--- src/hdl/nacp_pkg.sv ---
// ============================================================================
// nacp_pkg: shared types and constants for the admin completion poster
// Holds opcode and feature codes, the decoded command word, and queue sizing.
// ============================================================================
package nacp_pkg;

    localparam int QUEUE_DEPTH_MAX = 4096;
    localparam int TAIL_W          = $clog2(QUEUE_DEPTH_MAX);
    localparam int SIZE_W          = 13;
    localparam int SQ_INDEX_W      = 12;
    localparam int QSIZE_W         = 17;
    localparam int CFG_INDEX_W     = 2;
    localparam int CFG_DATA_W      = 64;
    localparam int QUEUE_SLOTS     = 2;
    localparam int QPTR_W          = $clog2(QUEUE_SLOTS);
    localparam int QCNT_W          = $clog2(QUEUE_SLOTS + 1);

    localparam logic [7:0] OPC_CREATE_SQ = 8'h01;
    localparam logic [7:0] OPC_CREATE_CQ = 8'h05;
    localparam logic [7:0] OPC_SET_FEAT  = 8'h09;
    localparam logic [7:0] OPC_GET_FEAT  = 8'h0A;
    localparam logic [7:0] OPC_ASYNC_EVT = 8'h0C;

    localparam logic [7:0]  FID_WCACHE   = 8'h06;
    localparam logic [7:0]  FID_NQUEUES  = 8'h07;
    localparam logic [15:0] IO_QUEUE_ID  = 16'h0001;
    localparam logic [31:0] VECTOR_OFF   = 32'hFFFF_FFFF;

    localparam logic [CFG_INDEX_W-1:0] CFG_CQ_BASE = 2'd0;
    localparam logic [CFG_INDEX_W-1:0] CFG_SQ_SIZE = 2'd1;
    localparam logic [CFG_INDEX_W-1:0] CFG_CQ_SIZE = 2'd2;

    typedef enum logic [3:0] {
        OP_OTHER,
        OP_ASYNC,
        OP_CREATE_SQ1,
        OP_CREATE_CQ1,
        OP_SET_WCACHE,
        OP_SET_NQUEUES,
        OP_GET_WCACHE,
        OP_GET_NQUEUES,
        OP_FEAT_ECHO
    } nacp_op_t;

    typedef struct packed {
        nacp_op_t            op;
        logic [15:0]         cid;
        logic [31:0]         echo;
        logic [31:0]         value;
        logic [15:0]         sq_head;
        logic [63:0]         base;
        logic [QSIZE_W-1:0]  qsize;
        logic [31:0]         vector;
    } nacp_cmd_t;

endpackage

--- src/hdl/nvme_admin_completion_poster.sv ---
// ============================================================================
// nvme_admin_completion_poster: admin command completion builder
// Turns fetched admin commands into completion queue entries and tracks the
// features and I/O queue 1 settings that admin commands leave behind.
// ============================================================================
// Usage:
//   Command channel (cmd_valid / cmd_stall) carries one admin command word:
//   SQ slot, dword 0, PRP1, cdw10 and cdw11. Result channel (cpl_valid /
//   cpl_stall) returns one word per command: post_valid, the CQ slot address,
//   entry dwords 0, 2 and 3, and the I/O queue 1 settings after the command.
//   An async event request returns a word with post_valid low and a zero entry.
//   Configuration (cfg_we / cfg_index / cfg_data) sets the CQ base and the
//   admin SQ and CQ sizes; write it only while no command is in flight.
//
//   Path: the accept edge writes the command into the decode-side queue; the
//   execute stage then takes it from the queue and loads the output register.
//   Throughput is one command per cycle while the receiver does not stall,
//   set by the execute stage (tail add and feature-state update) and the
//   two-slot queue.
//
//   Reset empties the queue and the output register, sets the phase tag to 1,
//   the CQ tail and all feature and I/O queue state to 0, the CQ base to 0 and
//   both queue sizes to 1. When the receiver stalls, the result word holds,
//   the queue fills, and cmd_stall rises once both queue slots are taken.
// ============================================================================
module nvme_admin_completion_poster
    import nacp_pkg::*;
(
    input  logic                   clk,
    input  logic                   rst_n,

    input  logic                   cfg_we,
    input  logic [CFG_INDEX_W-1:0] cfg_index,
    input  logic [CFG_DATA_W-1:0]  cfg_data,

    input  logic                   cmd_valid,
    output logic                   cmd_stall,
    input  logic [SQ_INDEX_W-1:0]  sq_index,
    input  logic [31:0]            command_dw0,
    input  logic [63:0]            prp_entry1,
    input  logic [31:0]            cdw10,
    input  logic [31:0]            cdw11,

    output logic                   cpl_valid,
    input  logic                   cpl_stall,
    output logic                   post_valid,
    output logic [63:0]            entry_addr,
    output logic [31:0]            entry_dw0,
    output logic [15:0]            entry_dw2,
    output logic [16:0]            entry_dw3,
    output logic [63:0]            io_sq_base,
    output logic [16:0]            io_sq_entries,
    output logic [63:0]            io_cq_base,
    output logic [16:0]            io_cq_entries,
    output logic [31:0]            io_cq_vector
);

    // Configuration registers
    logic [63:0]       cq_base_reg;
    logic [SIZE_W-1:0] sq_size_reg;
    logic [SIZE_W-1:0] cq_size_reg;

    // Front to queue, queue to back
    logic      push;
    logic      pop;
    logic      q_full;
    logic      q_not_empty;
    nacp_cmd_t push_cmd;
    nacp_cmd_t pop_cmd;

    // Register writes land on the cycle of the strobe; indexes past the list drop.
    always_ff @(posedge clk or negedge rst_n)
    begin
        if (!rst_n)
        begin
            cq_base_reg <= '0;
            sq_size_reg <= SIZE_W'(1);
            cq_size_reg <= SIZE_W'(1);
        end
        else if (cfg_we)
        begin
            unique case (cfg_index)
                CFG_CQ_BASE: cq_base_reg <= cfg_data;
                CFG_SQ_SIZE: sq_size_reg <= cfg_data[SIZE_W-1:0];
                CFG_CQ_SIZE: cq_size_reg <= cfg_data[SIZE_W-1:0];
                default:     cq_base_reg <= cq_base_reg;
            endcase
        end
    end

    // Classify the command and compute its SQ head and create-queue fields.
    nacp_front u_front (
        .cmd_valid   (cmd_valid),
        .cmd_stall   (cmd_stall),
        .sq_index    (sq_index),
        .command_dw0 (command_dw0),
        .prp_entry1  (prp_entry1),
        .cdw10       (cdw10),
        .cdw11       (cdw11),
        .sq_size     (sq_size_reg),
        .q_full      (q_full),
        .push        (push),
        .push_cmd    (push_cmd)
    );

    // Hold decoded commands while the result side stalls.
    nacp_queue u_queue (
        .clk       (clk),
        .rst_n     (rst_n),
        .push      (push),
        .push_cmd  (push_cmd),
        .full      (q_full),
        .pop       (pop),
        .not_empty (q_not_empty),
        .pop_cmd   (pop_cmd)
    );

    // Apply state updates in order, advance the CQ tail, register the word.
    nacp_back u_back (
        .clk           (clk),
        .rst_n         (rst_n),
        .cq_base       (cq_base_reg),
        .cq_size       (cq_size_reg),
        .q_not_empty   (q_not_empty),
        .cmd           (pop_cmd),
        .pop           (pop),
        .cpl_valid     (cpl_valid),
        .cpl_stall     (cpl_stall),
        .post_valid    (post_valid),
        .entry_addr    (entry_addr),
        .entry_dw0     (entry_dw0),
        .entry_dw2     (entry_dw2),
        .entry_dw3     (entry_dw3),
        .io_sq_base    (io_sq_base),
        .io_sq_entries (io_sq_entries),
        .io_cq_base    (io_cq_base),
        .io_cq_entries (io_cq_entries),
        .io_cq_vector  (io_cq_vector)
    );

endmodule

--- src/hdl/nacp_front.sv ---
// ============================================================================
// nacp_front: command intake and classification
// Accepts a command word, sorts it into an operation class and works out
// the values that need no queue state (SQ head, queue size, vector).
// ============================================================================
module nacp_front
    import nacp_pkg::*;
(
    input  logic                  cmd_valid,
    output logic                  cmd_stall,
    input  logic [SQ_INDEX_W-1:0] sq_index,
    input  logic [31:0]           command_dw0,
    input  logic [63:0]           prp_entry1,
    input  logic [31:0]           cdw10,
    input  logic [31:0]           cdw11,
    input  logic [SIZE_W-1:0]     sq_size,
    input  logic                  q_full,
    output logic                  push,
    output nacp_cmd_t             push_cmd
);

    logic [7:0]        opc;
    logic [7:0]        fid;
    logic              for_q1;
    logic [SIZE_W-1:0] head_inc;
    logic              head_wrap;
    nacp_op_t          op;

    assign cmd_stall = q_full;
    assign push      = cmd_valid && !q_full;

    assign opc    = command_dw0[7:0];
    assign fid    = cdw10[7:0];
    assign for_q1 = (cdw10[15:0] == IO_QUEUE_ID);

    assign head_inc  = SIZE_W'(sq_index) + SIZE_W'(1);
    assign head_wrap = (head_inc >= sq_size) || (head_inc >= SIZE_W'(QUEUE_DEPTH_MAX));

    always_comb
    begin
        op = OP_OTHER;
        unique case (opc)
            OPC_ASYNC_EVT: op = OP_ASYNC;
            OPC_CREATE_SQ: op = for_q1 ? OP_CREATE_SQ1 : OP_OTHER;
            OPC_CREATE_CQ: op = for_q1 ? OP_CREATE_CQ1 : OP_OTHER;
            OPC_SET_FEAT:
            begin
                priority if (fid == FID_WCACHE)  op = OP_SET_WCACHE;
                else if (fid == FID_NQUEUES)     op = OP_SET_NQUEUES;
                else                             op = OP_FEAT_ECHO;
            end
            OPC_GET_FEAT:
            begin
                priority if (fid == FID_WCACHE)  op = OP_GET_WCACHE;
                else if (fid == FID_NQUEUES)     op = OP_GET_NQUEUES;
                else                             op = OP_FEAT_ECHO;
            end
            default: op = OP_OTHER;
        endcase
    end

    always_comb
    begin
        push_cmd.op      = op;
        push_cmd.cid     = command_dw0[31:16];
        push_cmd.echo    = command_dw0;
        push_cmd.value   = cdw11;
        push_cmd.sq_head = head_wrap ? 16'd0 : 16'(head_inc);
        push_cmd.base    = prp_entry1;
        push_cmd.qsize   = QSIZE_W'(cdw10[31:16]) + QSIZE_W'(1);
        push_cmd.vector  = cdw11[1] ? 32'(cdw11[31:16]) : VECTOR_OFF;
    end

endmodule

--- src/hdl/nacp_queue.sv ---
// ============================================================================
// nacp_queue: short command queue between intake and execution
// Two-slot FIFO; lets the intake keep accepting while the result side stalls.
// ============================================================================
module nacp_queue
    import nacp_pkg::*;
(
    input  logic      clk,
    input  logic      rst_n,
    input  logic      push,
    input  nacp_cmd_t push_cmd,
    output logic      full,
    input  logic      pop,
    output logic      not_empty,
    output nacp_cmd_t pop_cmd
);

    nacp_cmd_t         slot_reg [QUEUE_SLOTS];
    logic [QPTR_W-1:0] wr_ptr_reg;
    logic [QPTR_W-1:0] wr_ptr_next;
    logic [QPTR_W-1:0] rd_ptr_reg;
    logic [QPTR_W-1:0] rd_ptr_next;
    logic [QCNT_W-1:0] count_reg;
    logic [QCNT_W-1:0] count_next;

    assign full      = (count_reg == QCNT_W'(QUEUE_SLOTS));
    assign not_empty = (count_reg != '0);
    assign pop_cmd   = slot_reg[rd_ptr_reg];

    always_comb
    begin
        wr_ptr_next = push ? QPTR_W'(wr_ptr_reg + 1'b1) : wr_ptr_reg;
        rd_ptr_next = pop  ? QPTR_W'(rd_ptr_reg + 1'b1) : rd_ptr_reg;
        count_next  = count_reg + QCNT_W'(push) - QCNT_W'(pop);
    end

    always_ff @(posedge clk)
    begin
        if (push)
        begin
            slot_reg[wr_ptr_reg] <= push_cmd;
        end
    end

    always_ff @(posedge clk or negedge rst_n)
    begin
        if (!rst_n)
        begin
            wr_ptr_reg <= '0;
            rd_ptr_reg <= '0;
            count_reg  <= '0;
        end
        else
        begin
            wr_ptr_reg <= wr_ptr_next;
            rd_ptr_reg <= rd_ptr_next;
            count_reg  <= count_next;
        end
    end

    a_count_bound: assert property (@(posedge clk) disable iff (!rst_n)
        count_reg <= QCNT_W'(QUEUE_SLOTS))
        else $error("queue count beyond slot count");

    a_pop_nonempty: assert property (@(posedge clk) disable iff (!rst_n)
        pop |-> count_reg != '0)
        else $error("pop from empty queue");

endmodule

--- src/hdl/nacp_back.sv ---
// ============================================================================
// nacp_back: command execution and completion output register
// Applies each queued command to the feature and I/O queue state, builds the
// completion entry, advances the CQ tail and phase, and holds the result.
// ============================================================================
module nacp_back
    import nacp_pkg::*;
(
    input  logic              clk,
    input  logic              rst_n,
    input  logic [63:0]       cq_base,
    input  logic [SIZE_W-1:0] cq_size,
    input  logic              q_not_empty,
    input  nacp_cmd_t         cmd,
    output logic              pop,
    output logic              cpl_valid,
    input  logic              cpl_stall,
    output logic              post_valid,
    output logic [63:0]       entry_addr,
    output logic [31:0]       entry_dw0,
    output logic [15:0]       entry_dw2,
    output logic [16:0]       entry_dw3,
    output logic [63:0]       io_sq_base,
    output logic [16:0]       io_sq_entries,
    output logic [63:0]       io_cq_base,
    output logic [16:0]       io_cq_entries,
    output logic [31:0]       io_cq_vector
);

    logic                take;
    logic                posting;
    logic [SIZE_W-1:0]   tail_inc;
    logic                tail_wrap;
    logic [31:0]         result;

    logic [TAIL_W-1:0]   tail_reg;
    logic [TAIL_W-1:0]   tail_next;
    logic                phase_reg;
    logic                phase_next;
    logic                wce_reg;
    logic                wce_next;
    logic [31:0]         qcount_reg;
    logic [31:0]         qcount_next;
    logic [63:0]         sq_base_reg;
    logic [63:0]         sq_base_next;
    logic [QSIZE_W-1:0]  sq_qsize_reg;
    logic [QSIZE_W-1:0]  sq_qsize_next;
    logic [63:0]         cq_base_io_reg;
    logic [63:0]         cq_base_io_next;
    logic [QSIZE_W-1:0]  cq_qsize_reg;
    logic [QSIZE_W-1:0]  cq_qsize_next;
    logic [31:0]         vector_reg;
    logic [31:0]         vector_next;

    logic                out_valid_reg;
    logic                post_valid_reg;
    logic [63:0]         entry_addr_reg;
    logic [31:0]         entry_dw0_reg;
    logic [15:0]         entry_dw2_reg;
    logic [16:0]         entry_dw3_reg;

    // Take the next queued command whenever the output register is free or drains.
    assign take    = q_not_empty && (!out_valid_reg || !cpl_stall);
    assign pop     = take;
    assign posting = (cmd.op != OP_ASYNC);

    assign tail_inc  = SIZE_W'(tail_reg) + SIZE_W'(1);
    assign tail_wrap = (tail_inc >= cq_size) || (tail_inc >= SIZE_W'(QUEUE_DEPTH_MAX));

    always_comb
    begin
        wce_next        = wce_reg;
        qcount_next     = qcount_reg;
        sq_base_next    = sq_base_reg;
        sq_qsize_next   = sq_qsize_reg;
        cq_base_io_next = cq_base_io_reg;
        cq_qsize_next   = cq_qsize_reg;
        vector_next     = vector_reg;
        tail_next       = tail_reg;
        phase_next      = phase_reg;
        result          = '0;

        unique case (cmd.op)
            OP_CREATE_SQ1:
            begin
                sq_base_next  = cmd.base;
                sq_qsize_next = cmd.qsize;
            end
            OP_CREATE_CQ1:
            begin
                cq_base_io_next = cmd.base;
                cq_qsize_next   = cmd.qsize;
                vector_next     = cmd.vector;
            end
            OP_SET_WCACHE:  wce_next = cmd.value[0];
            OP_SET_NQUEUES:
            begin
                qcount_next = cmd.value;
                result      = cmd.value;
            end
            OP_GET_WCACHE:  result = 32'(wce_reg);
            OP_GET_NQUEUES: result = qcount_reg;
            OP_FEAT_ECHO:   result = cmd.echo;
            default:        result = '0;
        endcase

        if (posting)
        begin
            tail_next  = tail_wrap ? '0 : tail_inc[TAIL_W-1:0];
            phase_next = phase_reg ^ tail_wrap;
        end
    end

    always_ff @(posedge clk or negedge rst_n)
    begin
        if (!rst_n)
        begin
            tail_reg       <= '0;
            phase_reg      <= 1'b1;
            wce_reg        <= 1'b0;
            qcount_reg     <= '0;
            sq_base_reg    <= '0;
            sq_qsize_reg   <= '0;
            cq_base_io_reg <= '0;
            cq_qsize_reg   <= '0;
            vector_reg     <= '0;
            out_valid_reg  <= 1'b0;
        end
        else
        begin
            if (take)
            begin
                tail_reg       <= tail_next;
                phase_reg      <= phase_next;
                wce_reg        <= wce_next;
                qcount_reg     <= qcount_next;
                sq_base_reg    <= sq_base_next;
                sq_qsize_reg   <= sq_qsize_next;
                cq_base_io_reg <= cq_base_io_next;
                cq_qsize_reg   <= cq_qsize_next;
                vector_reg     <= vector_next;
                out_valid_reg  <= 1'b1;
            end
            else if (!cpl_stall)
            begin
                out_valid_reg <= 1'b0;
            end
        end
    end

    // Completion payload; async events carry an all-zero entry.
    always_ff @(posedge clk)
    begin
        if (take)
        begin
            post_valid_reg <= posting;
            entry_addr_reg <= posting ? cq_base + (64'(tail_reg) << 4) : '0;
            entry_dw0_reg  <= posting ? result : '0;
            entry_dw2_reg  <= posting ? cmd.sq_head : '0;
            entry_dw3_reg  <= posting ? {phase_reg, cmd.cid} : '0;
        end
    end

    assign cpl_valid     = out_valid_reg;
    assign post_valid    = post_valid_reg;
    assign entry_addr    = entry_addr_reg;
    assign entry_dw0     = entry_dw0_reg;
    assign entry_dw2     = entry_dw2_reg;
    assign entry_dw3     = entry_dw3_reg;
    assign io_sq_base    = sq_base_reg;
    assign io_sq_entries = sq_qsize_reg;
    assign io_cq_base    = cq_base_io_reg;
    assign io_cq_entries = cq_qsize_reg;
    assign io_cq_vector  = vector_reg;

    a_async_holds_tail: assert property (@(posedge clk) disable iff (!rst_n)
        take && !posting |=> $stable(tail_reg) && $stable(phase_reg))
        else $error("async event moved the CQ tail or phase");

    a_wrap_flips_phase: assert property (@(posedge clk) disable iff (!rst_n)
        take && posting && tail_wrap |=> tail_reg == '0 && phase_reg != $past(phase_reg))
        else $error("CQ wrap did not clear tail and flip phase");

    a_async_zero_entry: assert property (@(posedge clk) disable iff (!rst_n)
        out_valid_reg && !post_valid_reg |-> entry_dw3_reg == '0 && entry_addr_reg == '0)
        else $error("async event carries a nonzero entry");

endmodule
--- config.mk ---
export PLATFORM = sky130hd
export DESIGN_NAME = nvme_admin_completion_poster
export DESIGN_NICKNAME = d
export VERILOG_FILES = /design/src/hdl/nacp_pkg.sv /design/src/hdl/nvme_admin_completion_poster.sv /design/src/hdl/nacp_front.sv /design/src/hdl/nacp_queue.sv /design/src/hdl/nacp_back.sv
export SDC_FILE = /design/constraint.sdc
export NUM_CORES = 1
export LEC_CHECK = 0
export BUFFER_PORTS_ARGS = -buffer_cell sky130_fd_sc_hd__buf_4
export CORE_MARGIN = 4
export CORE_UTILIZATION = 50
export CTS_BUF_LIST = sky130_fd_sc_hd__clkbuf_8
export DETAILED_ROUTE_END_ITERATION = 6
export PLACE_DENSITY = 0.74
export SETUP_SLACK_MARGIN = 0.2
export SYNTH_ARGS = -nofsm -noshare
export SYNTH_HDL_FRONTEND = slang
export SYNTH_HIERARCHICAL = 1
export SYNTH_SLANG_ARGS = --single-unit
--- constraint.sdc ---
create_clock -name clk -period 11.1 [get_ports clk]
set_clock_uncertainty 0.05 [all_clocks]
set_input_delay 2.22 -clock clk [delete_from_list [all_inputs] [get_ports clk]]
set_output_delay 2.22 -clock clk [all_outputs]
set_load 0.01 [all_outputs]
== Word level (Yosys, flattened, before mapping) ==
Memories as Yosys holds them, arrays and structs flattened.
Cells that the tools add are included.
Word-level totals
  flip-flop bits (word level): 465
  latch bits: 0
  bits in writable memories: 420
  ROM bits: 0
  input port bits: 243
  output and inout port bits: 326
  word-level logic and storage cells: 88
  memories kept: 1
Operators by class
  add/sub/neg operators: 8
  $mul: 0
  divide/modulo/power cells: 0
  order comparisons: 4
  eq/ne operators: 20
  shifts and indexed selects: 0
  muxes and demuxes: 15
  bitwise operators: 1
  reductions and logical operators: 18
Memory list
  u_queue.slot_reg: words 2, bits a word 210, read ports 1, clocked after memory_dff 0, write ports 1, line nacp_queue.sv:18  | nacp_cmd_t slot_reg [QUEUE_SLOTS];
Operator list (number)
  case mux 32 bit (4 select lines): 1
  adder 64 x 16 -> 64 bit: 1
  two-way mux 32 bit: 1
  adder 12 x 1 -> 13 bit (second input constant): 2
  greater-or-equal comparator 13 bit: 2
  greater-or-equal comparator 13 bit (second input constant): 2
  == test 8 x 3 -> 1 bit (second input constant): 3
  == test 8 x 4 -> 1 bit (second input constant): 3
  case mux 4 bit (5 select lines): 1
  adder 16 x 1 -> 17 bit (second input constant): 1
  == test 16 x 1 -> 1 bit (second input constant): 1
  == test 4 x 3 -> 1 bit (second input constant): 4
  two-way mux 4 bit: 4
  AND reduction 2 bit: 8
  two-way mux 13 bit: 1
  two-way mux 12 bit: 1
  == test 4 x 2 -> 1 bit (second input constant): 2
  == test 8 x 1 -> 1 bit (second input constant): 1
  == test 2 bit (second input constant): 2
  == test 4 bit (second input constant): 1
  two-way mux 1 bit: 4
  two-way mux 2 bit: 2
  != test 4 x 1 -> 1 bit (second input constant): 1
  zero test 1 bit: 3
  other kinds (10): 14

== Depth between registers and ports, before layout ==
Gate-level depths: netlist of run 1.
  word-level depth: 5
  depth in mapped cells: 14
  gate-level depth less buffers: 13

== Hierarchy ==
Netlist of run 1, hierarchy kept.
Modules (own cells, without submodules)
  nacp_queue: times used 1, cells an instance 678, area an instance 16229.3 um2, seq. area each 12892.4 um2
  nacp_back: times used 1, cells an instance 1197, area an instance 16190.5 um2, seq. area each 9935.8 um2
  nvme_admin_completion_poster: times used 1, cells an instance 192, area an instance 3479.6 um2, seq. area each 2254.7 um2
  nacp_front: times used 1, cells an instance 332, area an instance 2377.3 um2, seq. area each 0.0 um2

== Least setup slack after synthesis of run 1 ==
No wires, ideal clock.
  path type: input-to-reg
  start: input cmd_valid
  end: memory u_queue/slot_reg[0][0] (netlist bit), enable pin
  library setup time: 0.815 ns
  arrival time: 11.823 ns
  data required time: 10.235 ns
  path slack: -1.589 ns
  stages: 2
  path buffers: 0
  path through: nor2b_1 -> nor2b_1
Between the ends
  longest elaborated chain between the ends: 3
Ends and longest elaborated chain
  from (decl): line nvme_admin_completion_poster.sv:36  | input logic cmd_valid,
  logical AND 1 bit: line nacp_front.sv:30  | assign push = cmd_valid && !q_full;
  two-way mux 1 bit: line nacp_queue.sv:39  | if (push)
  two-way mux 1 bit (not written as such): line nacp_queue.sv:41  | slot_reg[wr_ptr_reg] <= push_cmd;
  to (decl): line nacp_queue.sv:18
No other way between the ends.

== Worst setup path after layout of run 1 ==
  start: input cmd_valid
  end: memory u_queue/slot_reg[0][160] (netlist bit), enable pin
Between the ends
  longest elaborated chain between the ends: 3
Ends and longest elaborated chain
  logical AND 1 bit: line nacp_front.sv:30
  named net push: line nvme_admin_completion_poster.sv:64  | logic push;
  two-way mux 1 bit: line nacp_queue.sv:39
  two-way mux 1 bit (not written as such): line nacp_queue.sv:41
The timed path passes the listed nets, and every way through them passes these cells.

==> results of run 1 <==
==> cells in the mapped netlist (all sizes together) (29+ instances only) <==
master and n:
mux2 530, nor2 73, a222oi 31, a21oi 34
nand2 56, xnor2 64, dfrtp 332, nand3 42
inv 78, edfxtp 556, o21ai 29, clkbuf 52
ha 43, buf 209, nor2b 44
==> worst max-delay path by stage <==
stage / startpoint / endpoint / slack [ns]
2_1_floorplan: cmd_valid / u_queue/slot_reg[0][0] / 2.53
3_3_place_gp: cmd_valid / u_queue/slot_reg[0][4] / 5.61
3_5_place_dp: cmd_valid / u_queue/slot_reg[0][17] / 5.54
4_1_cts: cmd_valid / u_queue/slot_reg[0][183] / 6.41
5_1_grt: cmd_valid / u_queue/slot_reg[0][5] / 6.13
6_report: cmd_valid / u_queue/slot_reg[0][160] / 6.28
==> cell families (layout without fill, tap and decap cells) <==
family,count (synthesis),in the layout,share of synthesized area
fa+ha+maj,44,44,0.0146
simple gates,350,350,0.0515
compound gates,161,161,0.0304
xor+xnor,83,83,0.0194
buf+inv,339,954,0.0562
flops,891,891,0.655
other cells,1,13,0.0000980
mux,530,530,0.173
==> per-layer routing <==
layer,vias up,part of all wire
met2,828,0.51
met1,10900,0.38
li1,9713,-
met3,209,0.077
met4,6,0.038
met5,-,0.00051
==> critical path, delay by kind of cell <==
kind | cells | cell delay (ns)
and+or+nand+nor | 2 | 1.28
buffers and inverters | 3 | 1.39
==> through the flow <==
step / std cells / power, mW / setup slack [ns] / hold WS [ns]
6_report: 4056 / 12.1 / 6.28 / 0.454
5_1_grt: 4055 / 12.7 / 6.13 / 0.471
4_1_cts: 4047 / 12.2 / 6.41 / 0.456
3_5_place_dp: 3769 / 9.18 / 5.54 / 0.443
3_3_place_gp: 3769 / 9.04 / 5.61 / 0.436
2_1_floorplan: 2402 / 7.60 / 2.53 / 0.421
==> power by group <==
group	internal, mW	total (mW)	switching, mW
sequential	4.77	5.33	0.562
clock	1.60	2.97	1.37
combinational	1.90	3.76	1.86
total	8.27	12.1	3.79
==> area by class of cell <==
cell class	instances	area (um^2)	area share
Sequential cell	891	25100	0.553
Antenna cell	9	22.5	0.000496
Clock buffer	166	2280	0.0503
Tap cell	1030	1290	0.0284
Clock inverter	112	817	0.0180
Timing Repair Buffer	598	4510	0.0993
Multi-Input combinational cell	1172	11100	0.244
Inverter	78	293	0.00645
==> metrics.md, run 1 <==
| Metric | Value |
|---|---|
| Layout cells sized above 1 | `0.454` |
| Largest cells by area after synthesis | `edfxtp_1 (44%), dfrtp_1 (22%), mux2_2 (11%), mux2_4 (6.7%), buf_4 (3.3%)` |
| Number of global-route vias before repair | `23.2k` |
| Drt wl/cell | `22.7 um` |
| Post-CTS Hold Fix Bufs | `0` |
| 1st-pass router iterations | `7` |
| Worst skew pair latency | `0.79 ns` |
| Area post-placement | `42300 um^2` |
| Worst Reg2Reg Path Length in Cells | `5` |
| Die Span X | `285 um` |
| Hold-critical path endpoint | `cq_size_reg[7]` |
| Final core occ | `0.598` |
| DRC Markers | `1` |
| Initial drt markers | `1616` |
| Gr usage total | `0.224` |
| Post-synth EDFFs | `556` |
| Drt total wl | `92.3 mm` |
| Gr ovfl total | `0` |
| Pwr dens | `266 nW/um^2` |
| Slew Limit Fails | `0` |
| R2R setup slack | `6.92 ns` |
| Fin crit share | `0.434` |
| RSZ-0062 raised after global routing | `false` |
| Post-Syn Area per Cell | `16.0 um^2` |
| Sequential-to-total area share from yosys stat | `0.655` |
| Relative slew margins | `0.222` |
| Largest net degree at the start of global routing | `133` |
| Core Area | `75900 um^2` |
| Worst Max-Slew Pin Slew | `1.16 ns` |
| Final setup viols | `0` |
| H-tree depth | `4` |
| Most frequent cells in the layout | `buf_4 (596), edfxtp_1 (556), mux2_2 (360)` |
| First-pass GRT wire length | `139 mm` |
| CP Max Fanout | `132` |
| Synth Flop Type | `edfxtp_1` |
| LEAKAGE | `19.0 nW` |
| IO Pins | `569` |
| WP data required | `11.45 ns` |
| Reg2reg start | `u_queue/rd_ptr_reg` |
| Initial antenna violation count | `11` |
| Syn-to-layout area delta | `18.6%` |
| Worst EP arrival | `5.17 ns` |
| Outcome | `finished, violations left` |
| Cell count after synthesis | `2399` |
| Global placement routability congestion | `0.897` |
| HP Class | `reg -> reg` |
| Deepest clock path buffer count | `3` |
| Setup CP Type | `in -> reg` |
| Top Usage Layer GRT | `met2` |
| Die area | `81000 um^2` |
| Layout fillers | `5700` |
| Synth area leader | `edfxtp_1` |
| Worst flop-to-flop path endpoint | `u_back/entry_dw0[26]` |
| Post CTS Setup Buffer Count | `0` |
| FP Rows | `101` |
| Hold_sp | `cq_size_reg[7]` |
| Ys async rst share | `0.376` |
| Period minus WS final | `4.82 ns` |
| Crit path cell chain | `buf_4 -> nor2b_1 -> nor2b_4 -> buf_4 -> buf_12` |
| Endpoint class of the critical path | `register` |
| Post-DP HPWL | `62.7 mm` |
| Flip-flop count of the largest register after layout | `426` |
| CTS clk-pin slew, worst paths | `0.06 ns` |
| Synth cell types | `67` |
| Final antenna-violating net count | `0` |
| Max Freq | `208 MHz` |
| Slowest CP cell | `nor2b_4` |
| Peak supply drop | `217 uV` |
| CTS Root Cell | `clkbuf_8` |
| Routed vias/inst | `5.34` |
| PortBufs | `568` |
| Met3 usage | `0.0670` |
| Design area | `45400 um^2` |
| TritonCTS clock tree | `built` |
| Slowest stage delay, CP | `0.99 ns` |
| Critical Path Source Type | `input port` |
| Setup TNS | `0 ns` |
| Total number of vias | `21.7k` |
| Commonest non-fill, non-tap cell in the layout | `buf_4` |
| Hold Fails Final Rpt | `0` |
| Cell Area, Synth | `38300 um^2` |
| Failing checks | `DRC` |
| WHS Path Cells | `1` |
| Cts bufs inserted | `149` |
| Die Height | `285 um` |
| Most used cell, CP | `buf_4` |
| Cts repair resizes | `0` |
| Synthesized flop and latch total | `891` |
| Top cell type's share of synthesized area | `0.436` |
| Sinks on the clock net | `891` |
| Max Cap Viol | `0` |
| Met2 usage in global routing | `0.379` |
| Initial Utilization | `0.504` |
| Yosys warnings | `6` |
| GR met1 Demand/Resource | `0.265` |
| Nets | `3177` |
Power figures use the tool's default switching activity.
==> run 2: changes to the inputs <==
==> constraint.sdc (replaced) <==
create_clock -name clk -period 4.2 [get_ports clk]
set_clock_uncertainty 0.05 [all_clocks]
set_input_delay 0.84 -clock clk [delete_from_list [all_inputs] [get_ports clk]]
set_output_delay 0.84 -clock clk [all_outputs]
set_load 0.01 [all_outputs]
==> metrics.md, run 2 (same netlist as run 1, synthesis figures left out) <==
| Metric | Value |
|---|---|
| Outcome | `finished clean` |
| Max Cap Viol | `0` |
| Cts bufs inserted | `150` |
| Die area | `81000 um^2` |
| TritonCTS clock tree | `built` |
| R2R setup slack | `0.53 ns` |
| Endpoint class of the critical path | `register` |
| Sinks on the clock net | `891` |
| Final antenna-violating net count | `0` |
| Deepest clock path buffer count | `3` |
| Relative slew margins | `0.343` |
| Reg2reg start | `u_back/tail_reg[2]` |
| Dpl cells | `3780` |
| Pwr dens | `695 nW/um^2` |
| Hold Fails Final Rpt | `0` |
| IO Pins | `569` |
| Slowest CP cell | `a31oi_1` |
| LEAKAGE | `19.1 nW` |
| Slew Limit Fails | `0` |
| Non-filler instance count after layout | `4066` |
| Syn-to-layout area delta | `18.9%` |
| Crit path from | `u_back/tail_reg[2]` |
| Buffers and inverters on the worst path | `1` |
| Gr usage total | `0.226` |
| Crit path cell chain | `and3_1 -> nand3_1 -> or2_2 -> nor2_1 -> xnor2_1 -> inv_1 -> ha_1 -> a21o_1 -> a21oi_1 -> o21ai_0 -> a31oi_1 -> nand3b_1 -> o31ai_1` |
| CP Max Fanout | `7` |
| PortBufs | `568` |
| Initial antenna violation count | `7` |
| Setup CP Type | `reg -> reg` |
| RSZ-0062 raised after global routing | `false` |
| Final setup viols | `0` |
| Most frequent cells in the layout | `buf_4 (594), edfxtp_1 (556), mux2_2 (360)` |
| Post-DP HPWL | `63.9 mm` |
| Period minus WS final | `3.67 ns` |
| CTS clk-pin slew, worst paths | `0.06 ns` |
| Fin crit share | `0.874` |
| Critical Path Source Type | `register` |
| Cts repair resizes | `0` |
| Die Height | `285 um` |
| DRC Markers | `0` |
| Peak supply drop | `491 uV` |
| WP data required | `4.84 ns` |
| First-pass GRT wire length | `141 mm` |
| Drt total wl | `93.1 mm` |
| Stages on the worst setup path | `13` |
| Post CTS Setup Buffer Count | `0` |
| FP Rows | `101` |
| Core Area | `75900 um^2` |
| Flip-flop count of the largest register after layout | `426` |
| Worst Max-Slew Pin Slew | `0.985 ns` |
| 1st-pass router iterations | `7` |
| Worst flop-to-flop path endpoint | `u_back/tail_reg[5]` |
| Initial Utilization | `0.504` |
| Total number of vias | `21.9k` |
| Worst EP arrival | `4.31 ns` |
| Die Span X | `285 um` |
| Setup crit end | `u_back/tail_reg[5]` |
| Max Freq | `272 MHz` |
| Gr ovfl total | `0` |
| Setup TNS | `0 ns` |
| Post-CTS Hold Fix Bufs | `0` |
| HP Class | `in -> async` |
| Initial drt markers | `1598` |
| Slowest stage delay, CP | `0.53 ns` |
| CTS Root Cell | `clkbuf_8` |
| Routed vias/inst | `5.38` |
| Largest net degree at the start of global routing | `121` |
| Cell family with most CP delay | `simple AND/OR/NAND/NOR gates` |
| Worst skew pair latency | `0.79 ns` |
| Nets | `3189` |
| Worst Reg2Reg Path Length in Cells | `13` |
| Number of global-route vias before repair | `23.5k` |
| Global placement routability congestion | `0.883` |
| Commonest non-fill, non-tap cell in the layout | `buf_4` |
| H-tree depth | `4` |
| Drt wl/cell | `22.9 um` |
| Layout fillers | `5689` |
| Layout cells sized above 1 | `0.456` |
## run 2: changes by cell type in the layout (fill, tap and decap cells not counted), sizes merged
cell / delta
diode: -3
clkinv: +3
clkbuf: +10
inv: -3
buf: +11
bufinv: -8
## run 2: layer usage
layer,track usage,part of all wire
met5,0,0.000075
met4,0.0924,0.033
met3,0.0624,0.071
met2,0.389,0.52
met1,0.267,0.38
## run 2: where the power goes
part / internal (mW) / leakage, nW / switching [mW] / total [mW]
combinational: 5.12 / 8.02 / 5.10 / 10.2
clock: 3.90 / 1.74 / 3.57 / 7.47
sequential: 12.6 / 9.31 / 1.37 / 14.0
total: 21.6 / 19.1 / 10.0 / 31.6
## run 2: layout make-up
type,instances,area (um^2),share of cell area
clock inverters,104,563,0.0124
diodes,6,15.0,0.000330
multi-input cells,1172,11100,0.244
clock buffers,176,2420,0.0532
well taps,1030,1290,0.0283
repair buffers,609,4750,0.104
inverters,78,293,0.00643
flip-flops and latches,891,25100,0.551
## run 2: worst min-delay path by stage
stage	startpoint	to	slack, ns	cells past startpoint
final	rst_n	cq_base_reg[0]	0.02	1
after global routing	rst_n	cq_base_reg[2]	0.07	1
after CTS	rst_n	cq_base_reg[2]	0.02	1
after detailed placement	u_back/qcount_reg[7]	u_back/qcount_reg[7]	0.44	1
after global placement	u_back/qcount_reg[29]	u_back/qcount_reg[29]	0.44	1
after floorplan	u_back/wce_reg	u_back/wce_reg	0.42	1
## run 2: stage by stage
stage | hold WS (ns) | worst slack, ns | area [um^2] | power [mW] | utilization
global placement | 0.436 | 0.574 | 42500 | 24.1 | 0.560
global route | 0.0660 | 0.228 | 45500 | 33.2 | 0.599
floorplan | 0.421 | -0.511 | 38300 | 19.9 | -
detailed placement | 0.443 | 0.452 | 42500 | 24.4 | 0.560
CTS | 0.0247 | 0.616 | 45500 | 32.0 | 0.599
finish | 0.0188 | 0.529 | 45500 | 31.6 | 0.599
